`src/sv/midi_track_event_parser_core_assert.svh`:
```
// Assertion macros for the track event parser
`ifndef MIDI_TRACK_EVENT_PARSER_CORE_ASSERT_SVH
`define MIDI_TRACK_EVENT_PARSER_CORE_ASSERT_SVH

// Property that must hold on every edge out of reset
`define MTEP_ASSERT(lbl, prop, msg) \
  lbl: assert property (@(posedge clk_i) disable iff (!rst_ni) (prop)) else $error(msg);

// Condition on one edge implies a consequence on the next edge
`define MTEP_ASSERT_NEXT(lbl, ante, cons, msg) \
  lbl: assert property (@(posedge clk_i) disable iff (!rst_ni) (ante) |=> (cons)) \
    else $error(msg);

`endif

```
`src/sv/mtep_pkg.sv`:
```
// Types and constants of the track event parser
package mtep_pkg;

  localparam int unsigned MAX_QUANTITY_BYTES = 4;
  localparam int unsigned QCNT_W = (MAX_QUANTITY_BYTES > 1) ? $clog2(MAX_QUANTITY_BYTES) : 1;
  localparam int unsigned Q_W = 28;

  localparam logic [7:0] STATUS_META   = 8'hFF;
  localparam logic [7:0] STATUS_SYSTEM = 8'hF0;
  localparam logic [3:0] KIND_PROGRAM  = 4'hC;
  localparam logic [3:0] KIND_ATOUCH   = 4'hD;

  typedef enum logic [2:0] {
    PH_DELTA,
    PH_STATUS,
    PH_DATA1,
    PH_DATA2,
    PH_META_TYPE,
    PH_META_LEN,
    PH_PAYLOAD,
    PH_DISCARD
  } phase_e;

  typedef enum logic [1:0] {
    RT_CHANNEL,
    RT_META,
    RT_PAYLOAD,
    RT_ERROR
  } rtype_e;

  typedef enum logic [1:0] {
    EC_TRUNCATED,
    EC_UNSUPPORTED,
    EC_NO_RUNNING,
    EC_TOO_LONG
  } ecode_e;

  typedef struct packed {
    phase_e            phase;
    logic [Q_W-1:0]    acc;
    logic [QCNT_W-1:0] cnt;
    logic [Q_W-1:0]    held_delta;
    logic [7:0]        run_status;
    logic [6:0]        held_d1;
    logic [7:0]        held_mtype;
    logic [Q_W-1:0]    remain;
  } state_t;

  typedef struct packed {
    rtype_e         rtype;
    logic [Q_W-1:0] delta;
    logic [7:0]     status;
    logic [6:0]     d1;
    logic [6:0]     d2;
    logic [7:0]     mtype;
    logic [Q_W-1:0] mlen;
    logic [7:0]     pbyte;
    logic           plast;
    ecode_e         ecode;
  } result_t;

  localparam state_t ST_RESET = '{phase: PH_DELTA, default: '0};

endpackage

```
`src/sv/mtep_intf.sv`:
```
// Byte input and event output channel interfaces
interface mtep_in_if;
  logic       valid;
  logic       ready;
  logic [7:0] data_byte;
  logic       chunk_end;

  modport source (output valid, output data_byte, output chunk_end, input ready);
  modport sink (input valid, input data_byte, input chunk_end, output ready);
endinterface

interface mtep_out_if;
  logic                    valid;
  logic                    ready;
  logic [1:0]              result_type;
  logic [mtep_pkg::Q_W-1:0] delta_time;
  logic [7:0]              status_byte;
  logic [6:0]              first_data;
  logic [6:0]              second_data;
  logic [7:0]              meta_type;
  logic [mtep_pkg::Q_W-1:0] meta_length;
  logic [7:0]              payload_byte;
  logic                    payload_last;
  logic [1:0]              error_code;

  modport source (
    output valid, output result_type, output delta_time, output status_byte,
    output first_data, output second_data, output meta_type, output meta_length,
    output payload_byte, output payload_last, output error_code, input ready
  );
  modport sink (
    input valid, input result_type, input delta_time, input status_byte,
    input first_data, input second_data, input meta_type, input meta_length,
    input payload_byte, input payload_last, input error_code, output ready
  );
endinterface

```
`src/sv/mtep_step.sv`:
```
// Per-byte parse step: next parser state and the result a byte produces
module mtep_step (
  input  mtep_pkg::state_t  st_i,
  input  logic [7:0]        byte_i,
  input  logic              last_i,
  output mtep_pkg::state_t  st_o,
  output mtep_pkg::result_t res_o,
  output logic              res_vld_o
);
  import mtep_pkg::*;

  logic [Q_W-1:0]  q_acc;
  logic [QCNT_W:0] q_inc;
  logic            q_long;
  logic [Q_W-1:0]  remain_dec;
  logic            emitted, complete, err, discard;

  assign q_acc      = {st_i.acc[Q_W-8:0], byte_i[6:0]};
  assign q_inc      = {1'b0, st_i.cnt} + (QCNT_W+1)'(1);
  assign q_long     = q_inc >= (QCNT_W+1)'(MAX_QUANTITY_BYTES);
  assign remain_dec = st_i.remain - Q_W'(1);

  always_comb begin
    st_o     = st_i;
    res_o    = '0;
    emitted  = 1'b0;
    complete = 1'b0;
    err      = 1'b0;
    discard  = 1'b0;

    unique case (st_i.phase)
      PH_DELTA: begin
        st_o.acc = q_acc;
        if (byte_i[7]) begin
          if (q_long) begin
            err         = 1'b1;
            res_o.rtype = RT_ERROR;
            res_o.ecode = EC_TOO_LONG;
            st_o.phase  = PH_DISCARD;
          end else begin
            st_o.cnt = q_inc[QCNT_W-1:0];
          end
        end else begin
          st_o.cnt        = '0;
          st_o.held_delta = q_acc;
          st_o.acc        = '0;
          st_o.phase      = PH_STATUS;
        end
      end
      PH_STATUS, PH_DATA1: begin
        if (st_i.phase == PH_STATUS && byte_i == STATUS_META) begin
          st_o.run_status = '0;
          st_o.phase      = PH_META_TYPE;
        end else if (st_i.phase == PH_STATUS && byte_i >= STATUS_SYSTEM) begin
          err         = 1'b1;
          res_o.rtype = RT_ERROR;
          res_o.ecode = EC_UNSUPPORTED;
          st_o.phase  = PH_DISCARD;
        end else if (st_i.phase == PH_STATUS && byte_i[7]) begin
          st_o.run_status = byte_i;
          st_o.phase      = PH_DATA1;
        end else if (st_i.phase == PH_STATUS && st_i.run_status == '0) begin
          err         = 1'b1;
          res_o.rtype = RT_ERROR;
          res_o.ecode = EC_NO_RUNNING;
          st_o.phase  = PH_DISCARD;
        end else if (st_i.run_status[7:4] == KIND_PROGRAM ||
                     st_i.run_status[7:4] == KIND_ATOUCH) begin
          // one-data-byte message completes here
          emitted      = 1'b1;
          complete     = 1'b1;
          res_o.rtype  = RT_CHANNEL;
          res_o.delta  = st_i.held_delta;
          res_o.status = st_i.run_status;
          res_o.d1     = byte_i[6:0];
          st_o.phase   = PH_DELTA;
        end else begin
          st_o.held_d1 = byte_i[6:0];
          st_o.phase   = PH_DATA2;
        end
      end
      PH_DATA2: begin
        emitted      = 1'b1;
        complete     = 1'b1;
        res_o.rtype  = RT_CHANNEL;
        res_o.delta  = st_i.held_delta;
        res_o.status = st_i.run_status;
        res_o.d1     = st_i.held_d1;
        res_o.d2     = byte_i[6:0];
        st_o.phase   = PH_DELTA;
      end
      PH_META_TYPE: begin
        st_o.held_mtype = byte_i;
        st_o.acc        = '0;
        st_o.cnt        = '0;
        st_o.phase      = PH_META_LEN;
      end
      PH_META_LEN: begin
        st_o.acc = q_acc;
        if (byte_i[7]) begin
          if (q_long) begin
            err         = 1'b1;
            res_o.rtype = RT_ERROR;
            res_o.ecode = EC_TOO_LONG;
            st_o.phase  = PH_DISCARD;
          end else begin
            st_o.cnt = q_inc[QCNT_W-1:0];
          end
        end else begin
          st_o.cnt    = '0;
          st_o.remain = q_acc;
          st_o.acc    = '0;
          emitted     = 1'b1;
          res_o.rtype = RT_META;
          res_o.delta = st_i.held_delta;
          res_o.mtype = st_i.held_mtype;
          res_o.mlen  = q_acc;
          if (q_acc == '0) begin
            complete   = 1'b1;
            st_o.phase = PH_DELTA;
          end else begin
            st_o.phase = PH_PAYLOAD;
          end
        end
      end
      PH_PAYLOAD: begin
        st_o.remain = remain_dec;
        emitted     = 1'b1;
        res_o.rtype = RT_PAYLOAD;
        res_o.delta = st_i.held_delta;
        res_o.mtype = st_i.held_mtype;
        res_o.pbyte = byte_i;
        res_o.plast = (remain_dec == '0);
        if (remain_dec == '0) begin
          complete   = 1'b1;
          st_o.phase = PH_DELTA;
        end
      end
      PH_DISCARD: begin
        discard = 1'b1;
      end
    endcase

    // chunk end: an unfinished event becomes a truncation error
    if (last_i) begin
      if (!discard && !err && !complete) begin
        res_o       = '0;
        res_o.rtype = RT_ERROR;
        res_o.ecode = EC_TRUNCATED;
        err         = 1'b1;
      end
      st_o = ST_RESET;
    end

    res_vld_o = !discard && (emitted || err);
  end

endmodule

```
`src/sv/midi_track_event_parser_core.sv`:
```
// Track chunk event parser top level: input register, parse step, result register
//
//   channel  dir  contents
//   trk_i    in   data_byte, chunk_end
//   evt_o    out  result_type, delta_time, status_byte, first_data, second_data,
//                 meta_type, meta_length, payload_byte, payload_last, error_code
//
// One byte per cycle unless stalled; a result is loaded from the input register
// once the result register is free. The parse step between them sets the rate.
// Reset returns the parser to the delta-time phase with running status cleared.
// A stalled result holds the input register; a byte giving no result still
// waits for a free result register.
module midi_track_event_parser_core (
  input  logic             clk_i,
  input  logic             rst_ni,
  mtep_in_if.sink          trk_i,
  mtep_out_if.source       evt_o
);
  import mtep_pkg::*;

  logic       in_vld_q, in_vld_d;
  logic [7:0] in_byte_q;
  logic       in_last_q;
  state_t     st_q, st_nxt;
  result_t    res, out_q;
  logic       res_vld;
  logic       out_vld_q, out_vld_d;
  logic       out_free, advance, take;

  assign out_free    = !out_vld_q || evt_o.ready;
  assign advance     = in_vld_q && out_free;
  assign trk_i.ready = !in_vld_q || out_free;
  assign take        = trk_i.valid && trk_i.ready;

  assign in_vld_d  = take ? 1'b1 : (advance ? 1'b0 : in_vld_q);
  assign out_vld_d = out_free ? (advance && res_vld) : 1'b1;

  mtep_step u_step (
    .st_i     (st_q),
    .byte_i   (in_byte_q),
    .last_i   (in_last_q),
    .st_o     (st_nxt),
    .res_o    (res),
    .res_vld_o(res_vld)
  );

  always_ff @(posedge clk_i or negedge rst_ni) begin
    if (!rst_ni) begin
      in_vld_q  <= 1'b0;
      out_vld_q <= 1'b0;
      st_q      <= ST_RESET;
    end else begin
      in_vld_q  <= in_vld_d;
      out_vld_q <= out_vld_d;
      if (advance) begin
        st_q <= st_nxt;
      end
    end
  end

  always_ff @(posedge clk_i) begin
    if (take) begin
      in_byte_q <= trk_i.data_byte;
      in_last_q <= trk_i.chunk_end;
    end
    if (advance && res_vld) begin
      out_q <= res;
    end
  end

  assign evt_o.valid        = out_vld_q;
  assign evt_o.result_type  = out_q.rtype;
  assign evt_o.delta_time   = out_q.delta;
  assign evt_o.status_byte  = out_q.status;
  assign evt_o.first_data   = out_q.d1;
  assign evt_o.second_data  = out_q.d2;
  assign evt_o.meta_type    = out_q.mtype;
  assign evt_o.meta_length  = out_q.mlen;
  assign evt_o.payload_byte = out_q.pbyte;
  assign evt_o.payload_last = out_q.plast;
  assign evt_o.error_code   = out_q.ecode;

  `include "midi_track_event_parser_core_assert.svh"

  `MTEP_ASSERT_NEXT(a_state_held_on_stall, in_vld_q && !out_free, $stable(st_q), "parser state moved while stalled")
  `MTEP_ASSERT_NEXT(a_chunk_end_resets, advance && in_last_q, st_q == ST_RESET, "chunk end did not reset the parser")
  `MTEP_ASSERT(a_discard_silent, !(advance && st_q.phase == PH_DISCARD && res_vld), "result produced while discarding")

endmodule

```
`src/flat_wrapper.sv`:
```
// flat-port wrapper written by rule: the top's interface ports become plain ports
module midi_track_event_parser_core_flat import mtep_pkg::*;
  (clk_i, rst_ni, trk_i_valid, trk_i_data_byte, trk_i_chunk_end, trk_i_ready, evt_o_valid, evt_o_result_type, evt_o_delta_time, evt_o_status_byte, evt_o_first_data, evt_o_second_data, evt_o_meta_type, evt_o_meta_length, evt_o_payload_byte, evt_o_payload_last, evt_o_error_code, evt_o_ready);
  mtep_in_if trk_i_i ();
  mtep_out_if evt_o_i ();
  input  logic clk_i;
  input  logic rst_ni;
  input wire logic [$bits(trk_i_i.valid)-1:0] trk_i_valid;
  input wire logic [$bits(trk_i_i.data_byte)-1:0] trk_i_data_byte;
  input wire logic [$bits(trk_i_i.chunk_end)-1:0] trk_i_chunk_end;
  output wire logic [$bits(trk_i_i.ready)-1:0] trk_i_ready;
  output wire logic [$bits(evt_o_i.valid)-1:0] evt_o_valid;
  output wire logic [$bits(evt_o_i.result_type)-1:0] evt_o_result_type;
  output wire logic [$bits(evt_o_i.delta_time)-1:0] evt_o_delta_time;
  output wire logic [$bits(evt_o_i.status_byte)-1:0] evt_o_status_byte;
  output wire logic [$bits(evt_o_i.first_data)-1:0] evt_o_first_data;
  output wire logic [$bits(evt_o_i.second_data)-1:0] evt_o_second_data;
  output wire logic [$bits(evt_o_i.meta_type)-1:0] evt_o_meta_type;
  output wire logic [$bits(evt_o_i.meta_length)-1:0] evt_o_meta_length;
  output wire logic [$bits(evt_o_i.payload_byte)-1:0] evt_o_payload_byte;
  output wire logic [$bits(evt_o_i.payload_last)-1:0] evt_o_payload_last;
  output wire logic [$bits(evt_o_i.error_code)-1:0] evt_o_error_code;
  input wire logic [$bits(evt_o_i.ready)-1:0] evt_o_ready;
  assign trk_i_i.valid = trk_i_valid;
  assign trk_i_i.data_byte = trk_i_data_byte;
  assign trk_i_i.chunk_end = trk_i_chunk_end;
  assign trk_i_ready = trk_i_i.ready;
  assign evt_o_valid = evt_o_i.valid;
  assign evt_o_result_type = evt_o_i.result_type;
  assign evt_o_delta_time = evt_o_i.delta_time;
  assign evt_o_status_byte = evt_o_i.status_byte;
  assign evt_o_first_data = evt_o_i.first_data;
  assign evt_o_second_data = evt_o_i.second_data;
  assign evt_o_meta_type = evt_o_i.meta_type;
  assign evt_o_meta_length = evt_o_i.meta_length;
  assign evt_o_payload_byte = evt_o_i.payload_byte;
  assign evt_o_payload_last = evt_o_i.payload_last;
  assign evt_o_error_code = evt_o_i.error_code;
  assign evt_o_i.ready = evt_o_ready;
  midi_track_event_parser_core u_core (.clk_i(clk_i), .rst_ni(rst_ni), .trk_i(trk_i_i), .evt_o(evt_o_i));
endmodule
```
`config.mk`:
```
export PLATFORM = sky130hd
export DESIGN_NAME = midi_track_event_parser_core_flat
export DESIGN_NICKNAME = d
export VERILOG_FILES = /design/src/sv/mtep_pkg.sv /design/src/sv/mtep_intf.sv /design/src/sv/mtep_step.sv /design/src/sv/midi_track_event_parser_core.sv /design/src/flat_wrapper.sv
export VERILOG_INCLUDE_DIRS = /design/src /design/src/sv
export SDC_FILE = /design/constraint.sdc
export NUM_CORES = 1
export LEC_CHECK = 0
export BUFFER_PORTS_ARGS = -buffer_cell sky130_fd_sc_hd__buf_2
export CAP_MARGIN = 20
export CORE_MARGIN = 5
export CORE_UTILIZATION = 63
export CTS_CLUSTER_DIAMETER = 200
export DETAILED_ROUTE_END_ITERATION = 8
export GPL_TIMING_DRIVEN = 1
export PLACE_DENSITY = 0.85
export SYNTH_ARGS = -nofsm -noshare
export SYNTH_HDL_FRONTEND = slang
export SYNTH_SLANG_ARGS = --single-unit
```
`constraint.sdc`:
```
create_clock -name clk_i -period 17.2 [get_ports clk_i]
set_clock_uncertainty 0.15 [all_clocks]
set_input_delay 1.72 -clock clk_i [delete_from_list [all_inputs] [get_ports clk_i]]
set_output_delay 1.72 -clock clk_i [all_outputs]
set_load 0.05 [all_outputs]
```
Word-level counts from Yosys, hierarchy flattened
Index checks and enable logic that the tools add are counted. Widths: inputs -> output; s select.

Register bits after elaboration: 215. Input port bits: 13.

Add/subtract/negate cells: 2. $lt $le $gt $ge: 2. Eq/ne operators: 20. Mux-type cells: 83. Reduce and logical (&&, ||, !) cells: 42.

Operators by type and width (count): $mux 45 (7); $mux 99 (2); $mux 28 (5); $mux 43 (3); $mux 112 (1); $pmux 28 s3 (1); $pmux 30 s2 (1); $logic_not 28->1 (2); $pmux 28 s2 (1); $mux 36 (1); $mux 7 (5); $mux 15 (2); $pmux 15 s2 (1); $sub 28x1->28 const B (1); $mux 3 (9); $mux 2 (12); $mux 8 (3); $mux 1 (21); $pmux 3 s6 (1); $pmux 8 s2 (1); $eq 3x3->1 const B (4); $reduce_and 3->1 (4); $logic_and 1x1->1 (10); $ne 2x1->1 const B (5); 28 further kinds (46).

Logic depth before layout (Yosys ltp)
Word-level depth: 16. Mapped depth: 12. Mapped depth without buffers: 9.

Modules after synthesis
From an unflattened synthesis, not the netlist that was laid out.

Cell total of the unflattened synthesis: 1070. Area, all modules: 12059.1 um^2.

Modules (own cells, without submodules): midi_track_event_parser_core (times used 1, cells each 355, area an instance 7866.3 um^2, seq. area each 6095.8 um^2); mtep_step (times used 1, cells each 715, area an instance 4192.8 um^2, seq. area each 0.0 um^2).

Least setup slack after synthesis
Ideal clock, no wire load.

Kind: input -> register. Start point: input evt_o_ready. End point: register u_core.out_vld_q, in the netlist u_core.evt_o.valid. Setup time: 0.095 ns. Data arrival time: 7.706 ns. Path slack: 9.249 ns. Stages: 6. Buffers on the path: 1. Cell sequence: nand2b_1 and2_1 clkbuf_1 nand2_1 a21oi_1 or2_2.

Word-level cells in the longest chain between the ends: 4.

RTL lines: start: declaration (RTL line flat_wrapper.sv:23) `input wire logic [$bits(evt_o_i.ready)-1:0] evt_o_ready;`; $logic_or 1x1->1 (*) (RTL line midi_track_event_parser_core.sv:30) `assign out_free = !out_vld_q || evt_o.ready;`; $logic_and 1x1->1 (RTL line midi_track_event_parser_core.sv:31) `assign advance = in_vld_q && out_free;`; $logic_and 1x1->1 (RTL line midi_track_event_parser_core.sv:36) `assign out_vld_d = out_free ? (advance && res_vld) : 1'b1;`; $mux 1 (*) (RTL line midi_track_event_parser_core.sv:36); named net u_core.out_vld_d (RTL line midi_track_event_parser_core.sv:27) `logic out_vld_q, out_vld_d;`; end signal: assignment (RTL line midi_track_event_parser_core.sv:54) `out_vld_q <= out_vld_d;`; end: declaration (RTL line midi_track_event_parser_core.sv:27).

The timed path passes the listed nets; every way through them passes the cells marked *. A chain may end at the register's enable or synchronous reset.

==> reports/metrics.csv <==
metric,value,unit
post-route antenna net violation count,0,
status,finished clean,
sequential-to-total area share from yosys stat,60.9,%
count of buffer and inverter cells on the critical path,0,
Hold Fails Final Rpt,0,
Die Area,18000,sq um
Post-Syn Area per Cell,10.3,sq um
GR Overflow Total,0,
"Clk Latency, worst-skew pair",0.52,ns
post-synth top area share,33.4,%
maxcap violations,0,
period utilization,24.6,%
initial core utilization,64.2,%
layout cells sized above 1,16.4,%
post-layout min period,4.23,ns
Ports,114,
Post-synth top cells,"156 x nand2_1, 108 x edfxtp_1, 107 x dfrtp_1",
"FFs w/ async S/R, synth",49.8,%
drt wl/cell,19.2,um
vias in the first global route,7091,
"count leader, synth",nand2_1,
CTS max path bufs,3,
IO buf count,113,
leakage power,0.00464,uW
nets,1042,
Setup Buffers After CTS,0,
hold-fix buffers at CTS,0,
DRT Pass-1 Iters,5,
placed instance area,10300,sq um
nature of the critical path endpoint,flip-flop,
Pwr Density,134,nW/um^2
Peak VDD IR,92.6,uV
TritonCTS clock tree,done,
clock sinks,215,
routed via count,7606,
Via density,6.18,
Final Core Density,73.0,%
number of synthesized flops with an enable pin,108,
first-pass GRT wire length,37600,um
initial DRC count,785,
CP arrival,4.34,ns
P_int,964,uW
Critical Path RT,17.31,ns
GRT Util Overall,26.1,%
synthesis-to-layout area growth,13.7,%
PostCTS Resize Cnt,0,
Syn Inst Count,944,
Max Transition Viols Final,0,
Syn Nets,960,
"slowest stage delay, CP",0.74,ns
fmax,237,MHz
synth warn,0,
Hold Path Class,flip-flop to flip-flop,
Combinational Power Share,23.0,%
core area,15100,sq um
final std cells w/o fill,1230,
largest net degree at the start of global routing,76,
Die W,134,um
Sum Neg Setup Slack,0,ns
Synth area leaders,"edfxtp_1 33%, dfrtp_1 28%, nand2_1 6.0%, o21ai_0 5.0%, a21oi_1 3.1%",
Slew Limit Headroom,28.6,%
initial antenna violation count,0,
Die Y,134,um
count of unique library cells instantiated by Yosys,60,
Synth area leader,edfxtp_1,
ys flop type,edfxtp_1,
Top delay family on crit path,simple AND/OR/NAND/NOR gates,
placed cell count,1189,
DR DRC count,0,
Row Count,45,
Yosys reg bits,215,
hold slack,0.329,ns
RSZ-0062 raised after global routing,false,
switching share of power,34.9,%
layout filler cell count,1064,
Slowest cell on crit path,nor4_2,
sw power,517,uW
fin area,11000,sq um
Worst Max-Slew Pin Slew,1.07,ns
CP Max Fanout,29,
critical-path cell list,nor4_2 > nand2_1 > nor4_1 > xor2_1 > or4_1 > o21a_1 > a221o_1,
TritonCTS buffer count,22,
dpl hpwl,15500,um
Root Driver,clkbuf_16,
Setup-failing EPs final,0,
Worst-path clk slew,0.07,ns
Clock power frac,30.7,%
part of the power in registers,46.3,%
Crit Path Category,flip-flop to flip-flop,
Synth Cell Area,9720,sq um
GPL Wtd Cong,0.926,
H-Tree Depth,1,
Post-Route WL,23600,um
Startpoint Class,flip-flop,
## metrics by stage
step | total power [uW] | setup WS, ns
after floorplan | 946 | 9.25
after global placement | 1020 | 12.63
after detailed placement | 1030 | 12.56
after CTS | 1480 | 12.77
after global routing | 1540 | 12.76
final | 1480 | 12.97
## cells in the final DEF, fill, tap and decap left out, types with 13 or more instances in the layout
| cell | Yosys | final |
|---|---|---|
| nor2_1 | 80 | 79 |
| a22o_1 | 28 | 28 |
| nor3_1 | 28 | 28 |
| and3_1 | 18 | 18 |
| nor4_1 | 20 | 19 |
| dfrtp_1 | 107 | 107 |
| a21oi_1 | 61 | 60 |
| o21ai_0 | 98 | 98 |
| edfxtp_1 | 108 | 108 |
| inv_1 | 13 | 13 |
| and2_1 | 36 | 36 |
| buf_2 | 3 | 113 |
| clkbuf_16 | 0 | 22 |
| nand2_1 | 156 | 156 |
## flip-flops by register name (all words and copies together), names as in the netlist
signal                     cells
u_core.evt_o.meta_type         8
u_core.in_byte_q               8
u_core.evt_o.result_type       2
u_core.evt_o.error_code        2
u_core.evt_o.delta_time       28
u_core.evt_o.second_data       7
u_core.in_vld_q                1
u_core.in_last_q               1
u_core.evt_o.first_data        7
u_core.evt_o.meta_length      28
u_core.evt_o.payload_byte      8
u_core.st_q                  105
u_core.evt_o.valid             1
u_core.evt_o.payload_last      1
u_core.evt_o.status_byte       8
## worst paths after layout
path,start,endpoint,slack (ns),cells after the start
hold / removal,u_core.st_q[32],u_core.st_q[32],0.33,2
setup / recovery,u_core.st_q[3],u_core.evt_o.result_type[0],12.97,7
min in group asynchronous,rst_ni,u_core.st_q[59],0.99,1
setup reg to reg,u_core.st_q[3],u_core.evt_o.result_type[0],12.97,7
hold reg to reg,u_core.st_q[32],u_core.st_q[32],0.33,2
max in group asynchronous,rst_ni,u_core.st_q[1],14.62,2
## cell families (layout without fill, tap and decap cells)
kind of cell | Yosys count | in the layout | synth area share [%]
XOR/XNOR | 6 | 6 | 0.541
AO/OA/AOI/OAI | 233 | 233 | 14.4
buffers and inverters | 78 | 175 | 3.21
other | 0 | 1 | 0
adder cells (fa/ha/maj) | 3 | 3 | 0.386
AND/OR/NAND/NOR | 407 | 407 | 20.3
flip-flops | 215 | 215 | 60.9
multiplexers | 2 | 2 | 0.219
## worst register-to-register path, delay by kind of cell, from the launching register on
family	cells	cell delay (ns)
AO/OA/AOI/OAI	2	1.03
XOR/XNOR	1	0.17
flip-flops	1	0.46
AND/OR/NAND/NOR	4	2.17
## final cells by class
class,instances,area (sq um),area share (%)
flip-flops and latches,215,5920,53.6
repair buffers,123,644,5.83
multi-input cells,651,3510,31.7
inverters,13,48.8,0.442
well taps,188,235,2.13
clock inverters,8,87.6,0.793
clock buffers,31,604,5.47
diodes,1,2.50,0.0226
## routing by layer
layer  up-vias  routed length [um]  track usage (%)
li1       3547                   -                -
met5         -                   0                0
met2       358               11000             41.1
met1      3638                9870             37.3
met4         0                 660             7.75
met3        63                2140             5.33
## power by group through the flow
stage | sequential (uW) | clock [uW] | combinational [uW]
6_report | 686 | 454 | 341
5_1_grt | 694 | 479 | 367
4_1_cts | 683 | 460 | 341
3_5_place_dp | 692 | 0 | 339
3_3_place_gp | 690 | 0 | 334
2_1_floorplan | 795 | 0 | 150
Note: power is estimated with default switching activity, not from simulation.
